<file path="config.mk">
export PLATFORM = sky130hd
export DESIGN_NAME = rapf_touch
export DESIGN_NICKNAME = d
export VERILOG_FILES = /design/src/design/rapf_pkg.sv /design/src/design/rapf_touch.sv
export SDC_FILE = /design/constraint.sdc
export NUM_CORES = 1
export LEC_CHECK = 0
export BUFFER_PORTS_ARGS = -buffer_cell sky130_fd_sc_hd__buf_2
export CAP_MARGIN = 10
export CORE_UTILIZATION = 46
export DETAILED_ROUTE_END_ITERATION = 16
export GPL_TIMING_DRIVEN = 0
export MAX_ROUTING_LAYER = met4
export PLACE_DENSITY = 0.81
export SYNTH_ARGS = -nofsm -noshare
export SYNTH_HDL_FRONTEND = slang
export SYNTH_SLANG_ARGS = --single-unit
export TNS_END_PERCENT = 30
</file>
<file path="constraint.sdc">
create_clock -name vclk -period 2.5
set_input_delay 0.25 -clock vclk [all_inputs]
set_output_delay 0.25 -clock vclk [all_outputs]
set_load 0.01 [all_outputs]
</file>
<file path="src/design/rapf_pkg.sv">
// Shared types and constants for the rectangle adjacency pair finder.
// No dependencies; rapf_touch and the top level import this package.
`default_nettype none

package rapf_pkg;

	localparam int unsigned MAX_BOXES   = 64;
	localparam int unsigned RESULT_CAP  = 63;
	localparam int unsigned OUT_IDX_W   = 6;
	localparam int unsigned IDX_W       = $clog2(MAX_BOXES);
	localparam int unsigned CNT_W       = $clog2(MAX_BOXES + 1);
	localparam int unsigned RES_CNT_W   = $clog2(RESULT_CAP + 1);
	localparam int unsigned BOX_W       = 128;

	typedef struct packed {
		logic               first_box;
		logic signed [31:0] left_x;
		logic signed [31:0] bottom_y;
		logic signed [31:0] right_x;
		logic signed [31:0] top_y;
	} in_item_t;

	typedef struct packed {
		logic [OUT_IDX_W-1:0] earlier_index;
		logic [OUT_IDX_W-1:0] new_index;
		logic                 store_full;
		logic                 last_pair;
	} out_item_t;

	typedef struct packed {
		logic signed [31:0] lx;
		logic signed [31:0] ly;
		logic signed [31:0] ux;
		logic signed [31:0] uy;
	} box_t;

	typedef enum logic [1:0] {
		ST_IDLE,
		ST_SCAN,
		ST_FLUSH,
		ST_FULL
	} st_t;

	// Low bits of a store index as carried on the result fields.
	function automatic logic [OUT_IDX_W-1:0] to_out_idx(input logic [CNT_W-1:0] v);
		logic [CNT_W+OUT_IDX_W-1:0] w;
		w = {{OUT_IDX_W{1'b0}}, v};
		return w[OUT_IDX_W-1:0];
	endfunction

endpackage

`default_nettype wire

</file>
<file path="src/design/rapf_touch.sv">
// Edge adjacency comparator shared by every step of the scan.
// Depends on rapf_pkg for the box type.
`default_nettype none

module rapf_touch (
	input  rapf_pkg::box_t a,
	input  rapf_pkg::box_t b,
	output logic           hit
);
	import rapf_pkg::*;

	logic x_edge, y_edge, y_overlap, x_overlap;

	// min(p, q) > max(r, s) is the same as all four cross compares holding.
	always_comb begin
		x_edge    = (a.ux == b.lx) || (b.ux == a.lx);
		y_edge    = (a.uy == b.ly) || (b.uy == a.ly);
		y_overlap = (a.uy > a.ly) && (a.uy > b.ly) && (b.uy > a.ly) && (b.uy > b.ly);
		x_overlap = (a.ux > a.lx) && (a.ux > b.lx) && (b.ux > a.lx) && (b.ux > b.lx);
		hit       = (x_edge && y_overlap) || (y_edge && x_overlap);
	end

endmodule

`default_nettype wire

</file>
==> impl_summary.txt <==
----------------------------------------------------
[Route]
  Via-per-instance ratio ... 5.536
  Initial drt markers ... 246
  Post-route DRC violation count ... 0
  Number of routed nets with antenna violations ... 0
  Avg WL per Cell ... 15.03 um
  Pre-antenna DRT Iters ... 4
  Final WL ... 18.16 mm
  Number of vias in the routed layout ... 6,688

[Critical path]
  Crit Path Category ... input pin to output pin
  Most used cell along the critical path ... nor4_2
  CP Data Required Time ... 2.25 ns
  Number of buffers and inverters on the critical path ... 3
  Startpoint type of the worst setup path ... input pin
  Critical path arrival ... 2.86 ns
  CP endpoint kind ... output pin
  Slowest cell delay on critical path ... 0.48 ns
  Cell family with the largest share of critical-path delay ... simple AND/OR/NAND/NOR gates
  Critical path, cell by cell ... buf_2, inv_1, ha_1, nand4_1, nor4_2, nand3_1, o31a_1, nor4_2, o21ai_0, or4_1, o32ai_4, buf_6
  Library cell contributing the largest single delay on the critical path ... or4_1
  Crit-path max FO ... 3
  Logic depth of the worst path, buffers included ... 12

[Floorplanning]
  Die extent in y ... 116.0 um
  Initial cell density of the core ... 47.35%
  Die W ... 116.0 um
  Placement row count ... 41
  Area of the core ... 12,620 sq um
  Floorplan die area ... 13,450 sq um
  Count of boundary I/O pins ... 257

[Synthesis]
  Total standard cell area after synthesis ... 5976 sq um
  Sequential area share after synthesis ... 0%
  Top cell type by total area after synthesis ... ha_1
  Commonest cells in the netlist ... ha_1 (256), inv_1 (135), a21oi_1 (86)
  Post-synthesis simple-gate area fraction ... 16.46%
  Dominant cells by area after synthesis ... ha_1 (54%), inv_1 (8.5%), a21oi_1 (7.2%), nand4_1 (5.1%), a21o_1 (3.4%)
  Number of warning messages in the yosys log ... 0
  Total nets after synthesis ... 1,288
  Share of cell area taken by muxes after synthesis ... 0.5025%
  Fraction of synthesized cell area in xor and xnor cells ... 0%
  Synth unique cells ... 41
  Yosys top cell area share ... 53.60%
  Mean area per synthesized cell ... 7.701 sq um
  Dominant cell by count in the synthesized netlist ... ha_1
  Synthesized instance count ... 776
  Share of synthesized cell area in full adder, half adder and majority cells ... 53.60%
  Dominant combinational cell family by area after synthesis ... adder cells
  Complex-gate fraction of the synthesized area ... 20.90%

[Timing]
  Number of slew-limit violations in the final report ... 0
  Aggregate negative setup slack ... -0.6064 ns
  Transition time at the pin with the least slew margin ... 0.6536 ns
  Share of the clock period used by the worst path after layout ... 124.3%
  Setup repair after global routing missed its margin ... yes
  Final hold slack ... 1.187 ns
  Minimum clock period after layout ... 3.106 ns
  Tightest slew margin relative to the limit ... 55.30%
  Final Hold Fails ... 0
  Upper clock frequency limit ... 321.9 MHz
  Post-route setup slack ... -0.6064 ns
  Final Setup Violations ... 1

[Placement]
  Port buffer count ... 257
  Final Wtd Congestion ... 0.9416
  Placed cells ... 1,205
  Estimated wirelength of the detail-placed design ... 17.05 mm

[Global routing]
  GRT overflow ... 0
  Global-route wire length before repair ... 29.17 mm
  Maximum number of pins on one net before global-route repair ... 5
  Gr busiest metal ... met2
  Global-route total usage across every layer ... 27.55%
  Met2 demand-to-capacity share in global routing ... 54.40%
  Initial antenna violation count ... 0
  Global-route met1 utilization ... 29.70%
  Met3 Resource Use GR ... 2.615%
  Number of global-route vias before repair ... 6,666

[Status]
  Outcome ... finished, violations left
  Violated checks ... setup timing

[Min path]
  Hold Path Cell Cnt ... 5
  Worst min-delay path class ... input pin to output pin

[Power and ir drop]
  Worst ir drop on vdd ... 71.48 uV
  Power per Cell Area ... 154.5 nW/um^2
  Total chip power ... 1195 uW
  Leakage power ... 0.004471 uW

[Final layout]
  Clock buf count ... 0
  Number of antenna repair diodes ... 0
  Fraction of final layout cells sized beyond drive strength 1 ... 28.67%
  Fin nets ... 1,550
  Total of fill cells in the finished design ... 1,209
  FF+latch area ... 0 sq um
  Area of combinational cells with multiple inputs ... 5658 sq um
  Final Core Density ... 61.26%
  Filler-free cell count of the finished design ... 1,208
  FF+latch count ... 0
  Area growth, synth to finish ... 29.38%

[Run]
  Max_cap viols ... 0

----------------------------------------------------
[cells by family after synthesis]
logic type      Yosys count
buf+inv                 136
fa+ha+maj               256
compound gates          198
mux                       3
simple gates            183
[cell usage in the layout (no fill, tap or decap), drive strengths merged]
cell	instances
buf	260
ha	256
inv	135
a21oi	86
nand4	49
nand2	42
o21ai	30
a21o	28
nand3	27
nor2	20
a211oi	20
nor3	13
nor2b	8
o211ai	8
nor4	8
a2111oi	7
and4	5
a221oi	4
nand2b	3
mux2i	3
o21bai	3
o21a	2
o2111a	2
nor4b	2
or2	2
o32ai	2
a31oi	2
and4b	1
o311a	1
clkinv	1
nand4b	1
o31a	1
o31ai	1
or4b	1
o221ai	1
or4	1
[area by class of cell]
type,instances,share of cell area [%]
inverter,136,6.830
multi-input combinational,640,73.18
tap,172,2.784
timing repair buffer,260,17.20
[through the flow]
step           cell area (sq um)  worst slack (ns)
2_1_floorplan               6080          -0.05504
3_5_place_dp                7581           -0.7825
6_report                    7731           -0.6064
4_1_cts                     7681           -0.6631
5_1_grt                     7731           -0.7660
3_3_place_gp                7581           -0.7785
[what timing repair did]
action | CTS | global route
hold buffers | 0 | 0
gates resized for setup | 16 | 6
endpoints found under the setup margin | 1 | 1
pin swaps | 11 | 6
buffers inserted | 2 | 1
[metal layers]
| metal | wire length [um] | part of all wire, % | vias to the layer above |
|---|---|---|---|
| li1 | - | - | 3446 |
| met1 | 7464 | 41 | 2988 |
| met2 | 9257 | 51 | 227 |
| met3 | 1119 | 6.2 | 27 |
| met4 | 318 | 1.8 | 0 |
| met5 | 0 | 0 | - |
[tightest hold or removal path: cells and delay by family]
kind | cells | cell delay, ns
adder cells (fa/ha/maj) | 1 | 0.19
multiplexers | 1 | 0.13
AO/OA/AOI/OAI | 1 | 0.14
buffers and inverters | 2 | 0.22
[path summary, 6_finish.rpt]
check               from  end  slack, ns
setup / recovery  b[122]  hit      -0.61
hold / removal     a[31]  hit       1.19
[report_power, final]
part           internal, uW  total [uW]  switching, uW  leakage, uW
sequential                0           0              0            0
clock                     0           0              0            0
combinational           557        1190            638      0.00447
total                   557        1190            638      0.00447
Power figures use the tool's default switching activity.
